**config.mk**
```make
export PLATFORM = sky130hd
export DESIGN_NAME = mric_div_cell
export DESIGN_NICKNAME = d
export VERILOG_FILES = /design/src/mric_pkg.sv /design/src/mric_div_cell.sv
export SDC_FILE = /design/constraint.sdc
export NUM_CORES = 1
export LEC_CHECK = 0
export BUFFER_PORTS_ARGS = -buffer_cell sky130_fd_sc_hd__buf_4
export CORE_ASPECT_RATIO = 1.5
export CORE_MARGIN = 2
export CORE_UTILIZATION = 25
export CTS_CLUSTER_DIAMETER = 50
export DETAILED_ROUTE_END_ITERATION = 10
export RECOVER_POWER = 50
export SLEW_MARGIN = 0
export SYNTH_ARGS = -nofsm -noshare
export SYNTH_HDL_FRONTEND = slang
export SYNTH_SLANG_ARGS = --single-unit
```
**constraint.sdc**
```tcl
create_clock -name clock -period 4.2 [get_ports clock]
set_clock_uncertainty 0.2 [all_clocks]
set_input_delay 0.84 -clock clock [delete_from_list [all_inputs] [get_ports clock]]
set_output_delay 0.84 -clock clock [all_outputs]
set_load 0.01 [all_outputs]
```
**src/mric_pkg.sv**
```systemverilog
// Package with shared types and constants of the mixed radix index converter.
`default_nettype none
package mric_pkg;

   localparam int NUM_SLOTS = 4;
   localparam int IDX_W     = 31;
   localparam int SUB_W     = 16;
   localparam int CNT_W     = 3;
   localparam int CSR_IDX_W = 3;

   typedef enum logic {
      OP_SPLIT = 1'b0,
      OP_BUILD = 1'b1
   } op_type;

   typedef enum logic [CSR_IDX_W-1:0] {
      CSR_DIMS  = 3'd0,
      CSR_SIZE0 = 3'd1,
      CSR_SIZE1 = 3'd2,
      CSR_SIZE2 = 3'd3,
      CSR_SIZE3 = 3'd4
   } csr_index_type;

   typedef struct packed {
      op_type             operation;
      logic [IDX_W-1:0]   in_index;
      logic [SUB_W-1:0]   in_sub0;
      logic [SUB_W-1:0]   in_sub1;
      logic [SUB_W-1:0]   in_sub2;
      logic [SUB_W-1:0]   in_sub3;
   } req_type;

   typedef struct packed {
      logic [IDX_W-1:0]   out_index;
      logic [SUB_W-1:0]   out_sub0;
      logic [SUB_W-1:0]   out_sub1;
      logic [SUB_W-1:0]   out_sub2;
      logic [SUB_W-1:0]   out_sub3;
      logic               overflow;
   } rsp_type;

   // Item state carried from cell to cell.
   typedef struct packed {
      op_type                             op;
      logic [IDX_W-1:0]                   index;
      logic                               ovf;
      logic [IDX_W-1:0]                   work;
      logic [SUB_W-1:0]                   rem;
      logic [NUM_SLOTS-1:0][SUB_W-1:0]    sub;
   } pipe_type;

endpackage
`default_nettype wire

```
**src/mric_div_cell.sv**
```systemverilog
// One restoring division step; the last step of a dimension stores its subscript.
`default_nettype none
module mric_div_cell
   import mric_pkg::*;
#(
   parameter int DIM       = 0,
   parameter bit LAST_STEP = 1'b0
) (
   input  wire logic               clock,
   input  wire logic               reset,
   input  wire logic               enable,
   input  wire logic               in_valid,
   input  wire pipe_type           in_data,
   input  wire logic [SUB_W-1:0]   size,
   input  wire logic               active,
   output logic                    out_valid,
   output pipe_type                out_data
);

   logic                           valid_ff;
   pipe_type                       data_ff;
   pipe_type                       data_in;
   logic [SUB_W:0]                 trial;
   logic [SUB_W:0]                 diff;
   logic                           fits;
   logic [SUB_W-1:0]               next_rem;
   logic [IDX_W-1:0]               next_work;

   always_comb begin
      trial     = {in_data.rem, in_data.work[IDX_W-1]};
      diff      = trial - {1'b0, size};
      fits      = trial >= {1'b0, size};
      next_rem  = fits ? diff[SUB_W-1:0] : trial[SUB_W-1:0];
      next_work = {in_data.work[IDX_W-2:0], fits};
      data_in      = in_data;
      data_in.rem  = next_rem;
      data_in.work = next_work;
      if (LAST_STEP) begin
         // A zero size gives a zero subscript here and zero quotients above.
         data_in.rem  = '0;
         data_in.work = (size == '0) ? '0 : next_work;
         if (active && in_data.op == OP_SPLIT && size != '0) begin
            data_in.sub[DIM] = next_rem;
         end
      end
   end

   always_ff @(posedge clock) begin
      if (reset) begin
         valid_ff <= 1'b0;
      end else if (enable) begin
         valid_ff <= in_valid;
      end
      if (enable) begin
         data_ff <= data_in;
      end
   end

   assign out_valid = valid_ff;
   assign out_data  = data_ff;

endmodule
`default_nettype wire

```
# ---- Word-level counts from Yosys, hierarchy flattened
# Cells that the tools add are included.
dict set report word_totals {
  in_bits 165
  ff_bits 145
  output_inout_bits 145
  elab_cells 13
}
dict set report classes {
  addsub 1
  order_cmp 1
  muxes 1
}
# operator n
set ops {}
lappend ops {{$ge 17x16->1} 1}
lappend ops {{$mux 16} 1}
lappend ops {{$sub 16x16->16} 1}

# ---- Longest topological paths before layout
dict set report depth {
  depth_word 2
  depth_mapped 12
  mapped_depth_nobuf 9
}

# ---- Worst setup path before layout
# OpenSTA, ideal clock, no wires.
dict set report synth_path {
  path_type {input -> register}
  from {input port size[12]}
  to {register data_ff (netlist bit out_data[66]), data pin}
  path_buffers 4
  t_required_ns 3.740
  arrival_time_ns 2.794
  path_slack_ns 0.946
  setup_ns 0.260
  path_stages 12
  path_cell_list {inv_1 ha_1 buf_6 and2_4 buf_6 a221o_1 a21boi_4 and2_4 buf_8 inv_4 buf_12 mux2_4}
}
dict set report synth_between {
  elab_chain_len 2
}
# item line
set synth_lines {}
lappend synth_lines {{from (decl)} mric_div_cell.sv:14} ;# input wire logic [SUB_W-1:0] size,
lappend synth_lines {{$ge 17x16->1} mric_div_cell.sv:32} ;# fits = trial >= {1'b0, size};
lappend synth_lines {{named net fits} mric_div_cell.sv:25} ;# logic fits;
lappend synth_lines {{$mux 16} mric_div_cell.sv:33} ;# next_rem = fits ? diff[SUB_W-1:0] : trial[SUB_W-1:0];
lappend synth_lines {{named net next_rem[2]} mric_div_cell.sv:26} ;# logic [SUB_W-1:0] next_rem;
lappend synth_lines {{to (signal assigned)} mric_div_cell.sv:55} ;# data_ff <= data_in;
lappend synth_lines {{to (decl)} mric_div_cell.sv:21} ;# pipe_type data_ff;
# The timed path passes the listed nets, and every way through them passes these cells.
# A chain may end at the register's enable or synchronous reset.

# ---- Worst setup path after layout
dict set report layout_path {
  from {input port in_data[71] in the netlist's numbering}
  to {register data_ff (netlist bit out_data[74]), data pin}
}
dict set report layout_between {
  elab_chain_len 2
  elab_cells_between_ends 3
  classes_between {1 x add/sub; 1 x order compare; 1 x mux}
}
# item line
set layout_lines {}
lappend layout_lines {{from (decl)} mric_div_cell.sv:13} ;# input wire pipe_type in_data,
lappend layout_lines {{$sub 16x16->16 or $ge 17x16->1 (tied branches)} {mric_div_cell.sv:31, mric_div_cell.sv:32}}
lappend layout_lines {{$mux 16 (*)} mric_div_cell.sv:33}
lappend layout_lines {{named net next_rem[10]} mric_div_cell.sv:26}
# Mark *: on every way through the listed nets, which the timed path passes. The rest lies on a longest branch.

==> flow_summary.yaml <==
worst_setup_path:
  cp.arrival_ns: 3.08
  critical_path.top_delay_family: "compound AO/OA/AOI/OAI gates"
  worstSetupPathType: "primary input to flop"
  cp_max_fo: 11
  worst-endpoint-required_ns: 4.16
  max_stage_delay_ns: 0.41
  critical_path_buf_inv_count: 2
  cp-start-kind: "primary input"
  end_kind: "flop"
  cp_cell_sequence: "buf_4 -> ha_1 -> a21oi_2 -> o21ai_1 -> a221o_1 -> a21boi_4 -> and2_4 -> inv_4 -> mux2_4"
  slowest_stage: "a221o_1"
cells_and_area:
  finalInstanceArea_um2: 8675
  synthToLayoutAreaGrowth_pct: 56.32
  nNetsFinal: 805
  fin_util_pct: 39.94
  post_route_cells_drive_above_1_share_pct: 54.72
  antenna_cells: 0
die:
  fp.dieW_um: 125.6
  dieArea_um2: 23430
  core_area_um2: 21720
  ios: 310
  die_h_um: 186.5
  start_util_pct: 25.55
  rows: 66
synthesis:
  yosys_warnings: 0
  synth_cell_types: 47
  avgSynthCellArea_um2: 18.50
  synth_seq_cells: 145
  mappedNetlistNets: 482
  syn-instance-count: 300
  ys_seq_area_share_pct: 78.29
  yosysMostFrequentCell: "edfxtp_1"
  synth_area_um2: 5549
  synth_area_leader_cell: "edfxtp_1"
  synth-async-reset-ratio_pct: 0
  synthTopCellsByCount: "edfxtp_1 (144), inv_1 (19), ha_1 (16)"
  ys.flop_type: "edfxtp_1"
  synth_top_cell_area_share_pct: 77.93
  ys_top_cells_by_area: "edfxtp_1 (78%), ha_1 (3.6%), mux2_4 (2.2%)"
  synth_edf_count: 144
grt:
  grt_pass1_vias: 4040
  grt_pass1_wl_mm: 22.94
  grt_use_total_pct: 12.89
  grt_max_degree: 87
  antenna_found_initial: 0
  overflow: 0
clock_tree:
  cts-htree-levels: 4
  clock_latency_ns: 0.41
  postCtsHoldBufs: 0
  cts_resized: 0
  clock_path_buffers: 2
  cts-root-buf: "clkbuf_16"
  cts_tree: "yes"
  clkSlewWorstSetupHoldPaths_ns: 0.06
  clock_sinks: 145
  postCtsSetupBuffers: 0
  cts-buffers-inserted: 17
power_and_ir_drop:
  swShare_pct: 23.56
  ir_worst_vdd_mv: 0.2495
  powerDensity_nw_per_um2: 431.2
  clockPowerShare_pct: 36.7
  seqPwrFrac_pct: 47.6
  internal_power_uw: 2859
  power.share.combinational_pct: 15.7
  p_leak_uw: 0.003722
  power_switching_uw: 881.3
min_path:
  hold_class: "flop to flop"
route:
  postRouteAntennaNets: 0
  drt_first_pass_iters: 5
  drtIter0Drc: 241
  viasPerCell: 4.250
  vias: 3859
  drcViolationCount: 0
  wirelength_mm: 15.37
  post_drt_wl_per_cell_um: 16.93
timing:
  period_share_pct: 74.28
  fmax_ghz: 0.3206
  min_period_ns: 3.120
  slew_headroom_pct: -50.74
  finalSetupViolCount: 0
  finalHoldViolations: 0
  tns_ns: 0
  rsz0062_at_grt: "no"
  worst_pin_slew_ns: 2.261
  slew_viol_final: 86
  holdWs_ns: 0.3095
placement:
  io_buffers: 308
  hpwl_mm: 12.25
  placed_area_um2: 8164
  place_congestion: 0.8866
flow_run:
  maxCapViolations: 1
run_status:
  failed_checks: "max-capacitance violations, max-slew violations"
  status: "finished, violations left"
==> area by class of cell <==
cell class	count	area [um2]
clock inverter	12	83.83
sequential	145	4344
clock buffer	20	466.7
timing repair buffer	309	2296
tap	272	340.3
fill	2040	13040
multi-input combinational	130	1066
inverter	20	77.57
==> per-layer routing <==
metal	global-route usage [%]	up-vias	routed length, um
met4	4.957	0	296
met5	0	-	0
met2	24.66	190	8738
met3	3.526	20	1056
li1	-	1812	-
met1	13.03	1837	5281
==> placed cells by master, fill, tap and decap left out, types with 4 or more instances in the layout <==
cell type	synthesis	final
a21o_1	5	5
buf_4	0	175
clkbuf_1	1	9
clkbuf_16	0	17
clkbuf_4	0	123
clkinv_2	0	4
clkinvlp_4	0	5
edfxtp_1	144	144
ha_1	16	16
inv_1	19	19
mux2_4	8	8
nand2_1	5	5
nand3_1	7	7
nor2_1	13	13
o21a_1	6	6
o21ai_0	9	9
o31ai_1	5	5
xnor2_1	5	5
xor2_1	4	4
==> registers in the layout, summed over array words and instances, names as in the netlist <==
register and cells:
out_data 144, out_valid 1
==> logic make-up (layout without fill, tap and decap cells) <==
family          count (synthesis)  count (layout)  share of synthesized area (%)
flops                         145             145                          78.29
simple gates                   41              41                          3.811
compound gates                 52              52                          7.283
mux                            11              11                          2.728
fa+ha+maj                      17              17                          3.968
buf+inv                        25             361                          2.503
xor+xnor                        9               9                          1.420
==> through the flow <==
stage,setup slack [ns],instances,power (uW)
2_1_floorplan,0.9456,300,2033
3_3_place_gp,0.7227,876,2404
3_5_place_dp,0.6845,876,2415
4_1_cts,1.129,908,3814
5_1_grt,0.9919,908,3906
6_report,1.080,908,3740
==> final timing paths <==
check | to | depth (start not counted) | startpoint | slack [ns]
min reg2reg | out_valid$_SDFFE_PP0P_ | 2 | out_valid$_SDFFE_PP0P_ | 0.31
max | out_data[74]$_DFFE_PP_ | 9 | in_data[71] | 1.08
min | out_valid$_SDFFE_PP0P_ | 2 | out_valid$_SDFFE_PP0P_ | 0.31
max reg2reg | out_valid$_SDFFE_PP0P_ | 2 | out_valid$_SDFFE_PP0P_ | 3.39
==> power by group through the flow <==
stage / clock [uW] / combinational [uW] / sequential, uW
2_1_floorplan: 0 / 161 / 1870
3_3_place_gp: 0 / 598 / 1810
3_5_place_dp: 0 / 605 / 1810
4_1_cts: 1430 / 605 / 1780
5_1_grt: 1480 / 628 / 1790
6_report: 1370 / 586 / 1780
==> worst min-delay path: cells and delay by family (launching register included) <==
family	cells	cell delay, ns
mux	1	0.07
simple gates	1	0.08
flops	1	0.33
(Power assumes the default switching activity.)
