==> src/mric_pkg.sv <==
// Package with shared types and constants of the mixed radix index converter.
`default_nettype none
package mric_pkg;

   localparam int NUM_SLOTS = 4;
   localparam int IDX_W     = 31;
   localparam int SUB_W     = 16;
   localparam int CNT_W     = 3;
   localparam int CSR_IDX_W = 3;

   typedef enum logic {
      OP_SPLIT = 1'b0,
      OP_BUILD = 1'b1
   } op_type;

   typedef enum logic [CSR_IDX_W-1:0] {
      CSR_DIMS  = 3'd0,
      CSR_SIZE0 = 3'd1,
      CSR_SIZE1 = 3'd2,
      CSR_SIZE2 = 3'd3,
      CSR_SIZE3 = 3'd4
   } csr_index_type;

   typedef struct packed {
      op_type             operation;
      logic [IDX_W-1:0]   in_index;
      logic [SUB_W-1:0]   in_sub0;
      logic [SUB_W-1:0]   in_sub1;
      logic [SUB_W-1:0]   in_sub2;
      logic [SUB_W-1:0]   in_sub3;
   } req_type;

   typedef struct packed {
      logic [IDX_W-1:0]   out_index;
      logic [SUB_W-1:0]   out_sub0;
      logic [SUB_W-1:0]   out_sub1;
      logic [SUB_W-1:0]   out_sub2;
      logic [SUB_W-1:0]   out_sub3;
      logic               overflow;
   } rsp_type;

   // Item state carried from cell to cell.
   typedef struct packed {
      op_type                             op;
      logic [IDX_W-1:0]                   index;
      logic                               ovf;
      logic [IDX_W-1:0]                   work;
      logic [SUB_W-1:0]                   rem;
      logic [NUM_SLOTS-1:0][SUB_W-1:0]    sub;
   } pipe_type;

endpackage
`default_nettype wire

==> src/mric_horner_cell.sv <==
// One Horner step of index composition: index = sub + size * index.
`default_nettype none
module mric_horner_cell
   import mric_pkg::*;
#(
   parameter int DIM = 0
) (
   input  wire logic               clock,
   input  wire logic               reset,
   input  wire logic               enable,
   input  wire logic               in_valid,
   input  wire pipe_type           in_data,
   input  wire logic [SUB_W-1:0]   size,
   input  wire logic               active,
   output logic                    out_valid,
   output pipe_type                out_data
);

   logic                           valid_ff;
   pipe_type                       data_ff;
   pipe_type                       data_in;
   logic [IDX_W+SUB_W-1:0]         prod;
   logic [IDX_W+SUB_W:0]           sum;

   always_comb begin
      // The product is taken at its full width so no carry into the flag is lost.
      prod    = size * in_data.index;
      sum     = {1'b0, prod} + (IDX_W+SUB_W+1)'(in_data.sub[DIM]);
      data_in = in_data;
      if (active && in_data.op == OP_BUILD) begin
         data_in.index = sum[IDX_W-1:0];
         data_in.ovf   = (in_data.ovf && size != '0) || (|sum[IDX_W+SUB_W:IDX_W]);
      end
   end

   always_ff @(posedge clock) begin
      if (reset) begin
         valid_ff <= 1'b0;
      end else if (enable) begin
         valid_ff <= in_valid;
      end
      if (enable) begin
         data_ff <= data_in;
      end
   end

   assign out_valid = valid_ff;
   assign out_data  = data_ff;

endmodule
`default_nettype wire

==> config.mk <==
export PLATFORM = sky130hd
export DESIGN_NAME = mric_horner_cell
export DESIGN_NICKNAME = d
export VERILOG_FILES = /design/src/mric_pkg.sv /design/src/mric_horner_cell.sv
export SDC_FILE = /design/constraint.sdc
export NUM_CORES = 1
export LEC_CHECK = 0
export BUFFER_PORTS_ARGS = -buffer_cell sky130_fd_sc_hd__clkbuf_2
export CAP_MARGIN = 10
export CORE_UTILIZATION = 55
export CTS_CLUSTER_SIZE = 16
export DETAILED_ROUTE_END_ITERATION = 10
export PLACE_DENSITY = 0.8
export SETUP_SLACK_MARGIN = 0.2
export SLEW_MARGIN = 40
export SYNTH_ARGS = -nofsm -noshare
export SYNTH_HDL_FRONTEND = slang
export SYNTH_SLANG_ARGS = --single-unit
==> constraint.sdc <==
create_clock -name clock -period 6.7 [get_ports clock]
set_input_delay 1.34 -clock clock [delete_from_list [all_inputs] [get_ports clock]]
set_output_delay 1.34 -clock clock [all_outputs]
set_load 0.005 [all_outputs]
Word-level counts from Yosys, hierarchy flattened. Cells that the tools add are included.

Flip-flop bits (word level): 145. Input port bits: 165. Word-level logic and storage cells: 18.

Reductions and logical operators: 5. $mul: 1. Mux-type cells: 1. Add/subtract/negate cells: 1.

Operator list (count): adder 47 x 16 -> 48 bit (1); multiplier 16 x 31 -> 47 bit (1); 2-to-1 mux 32 bit (1); OR reduction 17 bit (1); nonzero test 16 bit (1); logical AND 1 bit (2); logical OR 1 bit (1).

Longest topological paths before layout. Gate-level depths: netlist of run 1.

Depth after elaboration: 5. Mapped depth: 26. Mapped depth without buffers: 24.

Worst setup path before layout of run 1. Ideal clock, no wire load.

Path type: input to register. Start point: input size[1]. End point: register data_ff (netlist bit out_data[111]), data pin. Stages: 22. Arrival time: 7.031 ns. Buffers on the path: 2. Required time: 6.419 ns. Slack: -0.613 ns. Library setup time: 0.281 ns. Cells stage by stage: clkbuf_1 nand2_1 fa_1 inv_1 fa_1 fa_1 fa_1 fa_1 inv_1 fa_1 inv_1 ha_1 buf_2 a21oi_1 o22ai_1 o41ai_2 or4b_1 o21ai_0 nor3_1 nor4_1 and4_1 a41oi_2.

RTL lines: start, declared (line mric_horner_cell.sv:13) `input wire logic [SUB_W-1:0] size,`; end signal, assigned (line mric_horner_cell.sv:43) `data_ff <= data_in;`; end, declared (line mric_horner_cell.sv:20) `pipe_type data_ff;`.

==> results.md, run 1 <==
* Height of the die at 201 um
* Post-DP HPWL at roughly 50000 um
* Global-route congestion overflow total at 0
* Overall routing resource usage at a little under a third
* Post-synthesis cell type with the largest combined area: sky130_fd_sc_hd__fa_1
* Initial antenna violation count at 0
* Final worst slack at -0.402 ns
* Die outline width at 201 um
* Final critical-path share of the clock period at 106%
* H-tree levels at 4
* Hold Vio Cnt, Final at 0
* Synthesized area per cell at roughly 9.9 um^2
* Routed WL at 63300 um
* Post-detailed-route wirelength per cell at 19.5 um
* Post-CTS Hold Buffers at 0
* Number of violations reported at the end of detailed-routing iteration 0 at about 1400
* Count of buffers inserted at the top-level ports at 309
* Fraction of synthesis flops using an asynchronous set or reset pin at 0%
* Total Die Area at 40300 um^2
* Highest fanout seen on the critical path at 12
* Number of top-level design ports at 310
* Cell Area, Synth at 21700 um^2
* Arrival time reported for the critical path endpoint at between 7 and 8 ns
* Clock transition at the registers of the reported paths at 0.06 ns
* Number of nets in the finished design at approximately 3400
* DRC violation count after routing at 0
* Area fraction of the dominant cell type after synthesis at roughly 39%
* Vias in the first global route at between 15000 and 20000
* Seq cells post-synth at approximately 150
* Max-Cap Viols at 0
* Slew Limit Fails at 0
* RSZ-0062 raised after global routing: true
* EDFF count, synth at 144
* Class of the worst hold path: reg2reg
* Total core area at 38800 um^2
* CP Data Required Time at 6.86 ns
* Synthesized Nets at 2910
* Number of clock sinks seen by CTS at 145
* Fill cells at 2664
* Worst setup path category: in2reg
* Setup crit start kind: input pin
* Final std cells w/o fill at 3245
* Final min period at 7.10 ns
* Critical path capture point type: flip-flop
* Layout cell share with drive strength beyond 1 at 29.0%
* Total iterations of the first detailed-routing run at 5
* Relative slew slack at 47.5%
* Peak clock frequency supported by timing at 141 MHz
* Std-Cell Rows at 72
* Wire length of the first global-routing pass at 99400 um
* Violated checks: setup timing
* Result of the run: finished, violations left
* Longest Clk Path Bufs at 2
* Combined area of the multi-input logic cells at 16000 um^2
* Ratio of routed vias to standard cells at 5.47
* Synthesized instance count at 2184
* GPL Wtd Cong at ~0.94
* Number of antenna cells inserted at 0
* Via count at 17800
* Count of nets left with antenna violations after detail routing at 0
* Library cell with the highest instance count after synthesis: sky130_fd_sc_hd__inv_1
* Commonest cells in the synthesized netlist: 485 x sky130_fd_sc_hd__inv_1, 421 x sky130_fd_sc_hd__fa_1, 299 x sky130_fd_sc_hd__nand2_1
* Main flop type after synthesis: sky130_fd_sc_hd__edfxtp_1
* Area occupied by registers at 4340 um^2
* Synth unique cells at between 60 and 70
* TritonCTS clock tree: done
* Clock insertion delay at the later pin of the skew report at 0.41 ns
* Root Driver: sky130_fd_sc_hd__clkbuf_16
* Placed Instances at 3178
* Pin count of the biggest net entering global routing at 88
* Slew @ Worst Pin at roughly 0.79 ns
* Fin Setup TNS at -0.635 ns
* Cts bufs inserted at 17
* Area growth, synth to finish at 27.1%
* Warning count from the yosys run at 0
* Share of synthesized area occupied by flip-flops and latches at 20.0%
* Initial cell density of the core at 56.0%
* Final setup viols at 3
* Hold_ws at 0.506 ns
* Main area contributors after synthesis: sky130_fd_sc_hd__fa_1 39%, sky130_fd_sc_hd__edfxtp_1 20%, sky130_fd_sc_hd__inv_1 8.4%, sky130_fd_sc_hd__ha_1 8.1%, sky130_fd_sc_hd__and2_1 7.7%
* Maximum clock skew at final layout at 0 ns
[state kept, by name, summed over array words and instances, names as in the netlist]
signal / cells
out_valid: 1
out_data: 144
[per-stage QoR]
| stage | utilization, % | instance area, um^2 | setup WS, ns |
|---|---|---|---|
| after floorplan | - | 22000 | -0.351 |
| after CTS | 70.4 | 27300 | -0.303 |
| final | 71.1 | 27600 | -0.402 |
| after global routing | 71.1 | 27600 | -0.537 |
| after detailed placement | 66.7 | 25900 | -0.947 |
| after global placement | 66.7 | 25900 | -0.857 |
[worst paths after layout]
path / from / endpoint / slack, ns / depth (start not counted)
setup / recovery: size[4] / out_data[111]$_DFFE_PP_ / -0.40 / 22
hold reg to reg: out_valid$_SDFFE_PP0P_ / out_valid$_SDFFE_PP0P_ / 0.51 / 2
hold / removal: out_valid$_SDFFE_PP0P_ / out_valid$_SDFFE_PP0P_ / 0.51 / 2
setup reg to reg: out_valid$_SDFFE_PP0P_ / out_valid$_SDFFE_PP0P_ / 6.10 / 2
[cells by family after synthesis]
| logic type | Yosys count | synth area share (%) |
|---|---|---|
| AND/OR/NAND/NOR | 652 | 15.1 |
| buffers and inverters | 586 | 10.2 |
| adder cells (fa/ha/maj) | 561 | 46.8 |
| AO/OA/AOI/OAI | 196 | 6.02 |
| flip-flops | 145 | 20.0 |
| XOR/XNOR | 36 | 1.45 |
| multiplexers | 8 | 0.403 |
[cell usage in the layout, fill, tap and decap left out, types with 6 or more instances in the layout]
| cell | count |
|---|---|
| sky130_fd_sc_hd__o21ai_0 | 36 |
| sky130_fd_sc_hd__a21o_1 | 18 |
| sky130_fd_sc_hd__clkbuf_16 | 20 |
| sky130_fd_sc_hd__buf_4 | 270 |
| sky130_fd_sc_hd__ha_1 | 114 |
| sky130_fd_sc_hd__nand3_1 | 6 |
| sky130_fd_sc_hd__nand2_2 | 6 |
| sky130_fd_sc_hd__o21ai_1 | 11 |
| sky130_fd_sc_hd__nor3_1 | 7 |
| sky130_fd_sc_hd__a21oi_4 | 6 |
| sky130_fd_sc_hd__ha_4 | 23 |
| sky130_fd_sc_hd__o21ai_2 | 12 |
| sky130_fd_sc_hd__clkbuf_2 | 276 |
| sky130_fd_sc_hd__nand4_1 | 8 |
| sky130_fd_sc_hd__xor2_1 | 14 |
| sky130_fd_sc_hd__clkbuf_8 | 10 |
| sky130_fd_sc_hd__edfxtp_1 | 144 |
| sky130_fd_sc_hd__and2_4 | 11 |
| sky130_fd_sc_hd__xnor2_1 | 15 |
| sky130_fd_sc_hd__nor2_1 | 27 |
| sky130_fd_sc_hd__o211ai_1 | 6 |
| sky130_fd_sc_hd__fa_1 | 416 |
| sky130_fd_sc_hd__inv_2 | 12 |
| sky130_fd_sc_hd__a21oi_1 | 31 |
| sky130_fd_sc_hd__and2_1 | 255 |
| sky130_fd_sc_hd__clkbuf_4 | 16 |
| sky130_fd_sc_hd__inv_1 | 473 |
| sky130_fd_sc_hd__nand2_1 | 292 |
| sky130_fd_sc_hd__buf_12 | 13 |
| sky130_fd_sc_hd__buf_6 | 21 |
| sky130_fd_sc_hd__a21oi_2 | 20 |
[what timing repair did]
| action | in CTS | in global routing |
|---|---|---|
| buffers inserted | 27 | 4 |
| resized for setup | 147 | 57 |
| pin swaps | 51 | 36 |
| cloned | 1 | 3 |
| endpoints found under the setup margin | 13 | 14 |
[layer usage]
layer  vias up  track usage (%)  part of all wire (%)
met2       834             57.3                    53
met4         0             12.5                   4.0
li1       7700                -                     -
met1      9028             38.2                    36
met5         -                0                     0
met3       188             3.93                   6.3
[critical path, cell delays in order]
cell                       delay (ns)
sky130_fd_sc_hd__buf_12          0.12
sky130_fd_sc_hd__buf_12          0.14
sky130_fd_sc_hd__and2_4          0.14
sky130_fd_sc_hd__fa_1            0.57
sky130_fd_sc_hd__inv_2           0.05
sky130_fd_sc_hd__fa_1            0.49
sky130_fd_sc_hd__fa_1            0.51
sky130_fd_sc_hd__inv_1           0.06
sky130_fd_sc_hd__fa_1            0.51
sky130_fd_sc_hd__fa_1            0.56
sky130_fd_sc_hd__fa_1            0.46
sky130_fd_sc_hd__ha_4            0.33
sky130_fd_sc_hd__nand4_1         0.21
sky130_fd_sc_hd__a211oi_2        0.24
sky130_fd_sc_hd__a22o_1          0.24
sky130_fd_sc_hd__o311a_4         0.25
sky130_fd_sc_hd__a31oi_4         0.11
sky130_fd_sc_hd__o211ai_1        0.18
sky130_fd_sc_hd__o41ai_1         0.13
sky130_fd_sc_hd__nor4_1          0.26
sky130_fd_sc_hd__and4_1          0.23
sky130_fd_sc_hd__a41oi_2         0.11
[layout make-up]
class | instances | share of cell area [%]
timing repair buffer | 612 | 15.6
multi-input combinational | 1453 | 57.8
clock buffer | 20 | 1.58
clock inverter | 12 | 0.394
inverter | 485 | 6.59
tap | 518 | 2.35
sequential | 145 | 15.7
Power of run 1 is not shown: default switching activity piles up to over one toggle a cycle in this logic, so the estimate is an artifact.
==> inputs of run 2 (changes only) <==
--- a/config.mk
+++ b/config.mk
@@ -8,9 +8,11 @@
 export BUFFER_PORTS_ARGS = -buffer_cell sky130_fd_sc_hd__clkbuf_2
 export CAP_MARGIN = 10
 export CORE_UTILIZATION = 55
+export CTS_CLUSTER_DIAMETER = 120
 export CTS_CLUSTER_SIZE = 16
 export DETAILED_ROUTE_END_ITERATION = 10
 export PLACE_DENSITY = 0.8
+export RECOVER_POWER = 25
 export SETUP_SLACK_MARGIN = 0.2
 export SLEW_MARGIN = 40
 export SYNTH_ARGS = -nofsm -noshare
==> run 2 against run 1 <==
- the run still ends with setup timing left
- global-route usage unchanged
- non-clock buffer count stayed put
- first-iteration DRC count is 3.2% higher
- hold slack better by 0.0056 ns
- die area unchanged
- critical endpoint unchanged
==> results.md, run 2 (synthesis results as in run 1) <==
* Wire length of the first global-routing pass at 99400 um (unchanged)
* Ratio of routed vias to standard cells at 5.44 (was 5.47)
* Result of the run: finished, violations left (unchanged)
* Area growth, synth to finish at 27.0% (was 27.1%)
* Max-Cap Viols at 0 (unchanged)
* Fill cells at 2681 (was 2664)
* Final critical-path share of the clock period at 106% (about the same)
* Via count at 17700 (was 17800)
* Hold_ws at 0.512 ns (was 0.506 ns)
* Count of buffers inserted at the top-level ports at 309 (unchanged)
* Initial cell density of the core at 56.0% (unchanged)
* Flip-flop count of the largest register after layout at 144 (unchanged)
* Highest fanout seen on the critical path at 9 (was 12)
* Most frequent cells in the layout: 473 x sky130_fd_sc_hd__inv_1, 416 x sky130_fd_sc_hd__fa_1, 292 x sky130_fd_sc_hd__nand2_1 (unchanged)
* Post-CTS Hold Buffers at 0 (unchanged)
* Cts bufs inserted at 17 (unchanged)
* Class of the worst hold path: reg2reg (unchanged)
* Vias in the first global route at 19400 (unchanged)
* Critical path capture point type: flip-flop (unchanged)
* Pin count of the biggest net entering global routing at 88 (unchanged)
* Routed WL at 63300 um (about the same)
* Die outline width at 201 um (unchanged)
* Most common cell after layout, fill and taps aside: sky130_fd_sc_hd__inv_1 (unchanged)
* Worst setup path category: in2reg (unchanged)
* Final setup viols at 4 (was 3)
* RSZ-0062 raised after global routing: true (unchanged)
* Arrival time reported for the critical path endpoint at 7.28 ns (was 7.26 ns)
* Total Die Area at 40300 um^2 (unchanged)
* Slew @ Worst Pin at 0.787 ns (was 0.788 ns)
* Initial antenna violation count at 0 (unchanged)
* Final worst slack at -0.417 ns (was -0.402 ns)
* H-tree levels at 4 (unchanged)
* TritonCTS clock tree: done (unchanged)
* Final min period at 7.12 ns (was 7.10 ns)
* Total iterations of the first detailed-routing run at 6 (was 5)
* Crit path buf inv count at 4 (unchanged)
* GPL Wtd Cong at 0.943 (unchanged)
* Height of the die at 201 um (unchanged)
* Clock insertion delay at the later pin of the skew report at 0.41 ns (about the same)
* Violated checks: setup timing (unchanged)
* Longest Clk Path Bufs at 2 (unchanged)
* DRC violation count after routing at 0 (unchanged)
* Maximum clock skew at final layout at 0 ns (unchanged)
* Number of nets in the finished design at 3440 (unchanged)
* Layout cell share with drive strength beyond 1 at 28.3% (was 29.0%)
* Critical Path Slowest Stage Cell: sky130_fd_sc_hd__fa_1 (unchanged)
* CP Data Required Time at 6.86 ns (about the same)
* Total core area at 38800 um^2 (unchanged)
* Slowest stage delay, CP at 0.58 ns (was 0.57 ns)
* Post-DP HPWL at 49700 um (unchanged)
* Number of violations reported at the end of detailed-routing iteration 0 at 1424 (was 1380)
* Std-Cell Rows at 72 (unchanged)
* Root Driver: sky130_fd_sc_hd__clkbuf_16 (unchanged)
* Clock transition at the registers of the reported paths at 0.06 ns (about the same)
* Worst path cell trace: clkbuf_4 > buf_12 > and2_4 > fa_1 > inv_2 > fa_1 > inv_2 > fa_1 > fa_1 > fa_1 > fa_1 > ha_4 > nand4_1 > a211oi_2 > a22o_1 > o311a_4 > a31oi_4 > o211ai_1 > o41ai_1 > nor4_1 > and4_1 > a41oi_2 (was buf_12 > buf_12 > and2_4 > fa_1 > inv_2 > fa_1 > fa_1 > inv_1 > fa_1 > fa_1 > fa_1 > ha_4 > nand4_1 > a211oi_2 > a22o_1 > o311a_4 > a31oi_4 > o211ai_1 > o41ai_1 > nor4_1 > and4_1 > a41oi_2)
* Relative slew slack at 47.5% (about the same)
* Setup crit start kind: input pin (unchanged)
* Most used cell along the critical path: sky130_fd_sc_hd__fa_1 (unchanged)
* Number of antenna cells inserted at 0 (unchanged)
* Overall routing resource usage at 31.6% (unchanged)
* Crit-path leading delay family: adder cells (unchanged)
* Count of nets left with antenna violations after detail routing at 0 (unchanged)
* Post-detailed-route wirelength per cell at 19.5 um (about the same)
* Peak clock frequency supported by timing at 141 MHz (about the same)
* Number of top-level design ports at 310 (unchanged)
* Hold Vio Cnt, Final at 0 (unchanged)
* Number of clock sinks seen by CTS at 145 (unchanged)
* Global-route congestion overflow total at 0 (unchanged)
* Slew Limit Fails at 0 (unchanged)
run 2: cell count changes in the layout (fill, tap and decap cells not counted):
cell                       delta
sky130_fd_sc_hd__clkbuf_1    +19
sky130_fd_sc_hd__clkbuf_2    -19
run 2: worst reg2reg max path: stages, from the launching register on:
cell and delay (ns):
sky130_fd_sc_hd__dfxtp_1 0.31, sky130_fd_sc_hd__mux2i_1 0.14, sky130_fd_sc_hd__nor2_1 0.05
run 2: what timing repair did:
item | in CTS | in global routing
cloned | 1 | 3
pin swaps | 51 | 36
setup buffers | 27 | 4
setup endpoints to repair | 13 | 14
gates resized for setup | 147 | 57
run 2: area by class of cell:
type                       instances  area (um^2)  share of cell area [%]
clock buffer                      20          437                    1.58
clock inverter                    12          109                   0.394
inverter                         485         1820                    6.60
multi-input combinational       1453        16000                    57.8
sequential                       145         4340                    15.7
tap                              518          648                    2.35
timing repair buffer             612         4280                    15.5
run 2: per-stage QoR:
| step | util, % | cells | setup slack, ns | setup TNS [ns] | cell area, um^2 |
|---|---|---|---|---|---|
| floorplan | - | 2184 | -0.351 | -0.351 | 22000 |
| global placement | 66.7 | 3178 | -0.857 | -5.87 | 25900 |
| detailed placement | 66.7 | 3178 | -0.947 | -7.17 | 25900 |
| CTS | 70.4 | 3238 | -0.303 | -0.303 | 27300 |
| global route | 71.1 | 3245 | -0.537 | -1.33 | 27600 |
| finish | 71.1 | 3245 | -0.417 | -0.659 | 27600 |
run 2: final timing paths:
path,cells past startpoint,slack [ns],start,end
max reg2reg,2,6.10,out_valid$_SDFFE_PP0P_,out_valid$_SDFFE_PP0P_
min,2,0.51,out_valid$_SDFFE_PP0P_,out_valid$_SDFFE_PP0P_
max,22,-0.42,size[11],out_data[111]$_DFFE_PP_
min reg2reg,2,0.51,out_valid$_SDFFE_PP0P_,out_valid$_SDFFE_PP0P_
run 2: metal layers:
layer	global-route usage, %	vias to the layer above	part of all wire [%]
li1	-	7692	-
met1	38.2	8977	37
met2	57.3	802	53
met3	3.93	189	6.1
met4	12.5	0	4.1
met5	0	-	0
Power of run 2 is left out for the same reason.
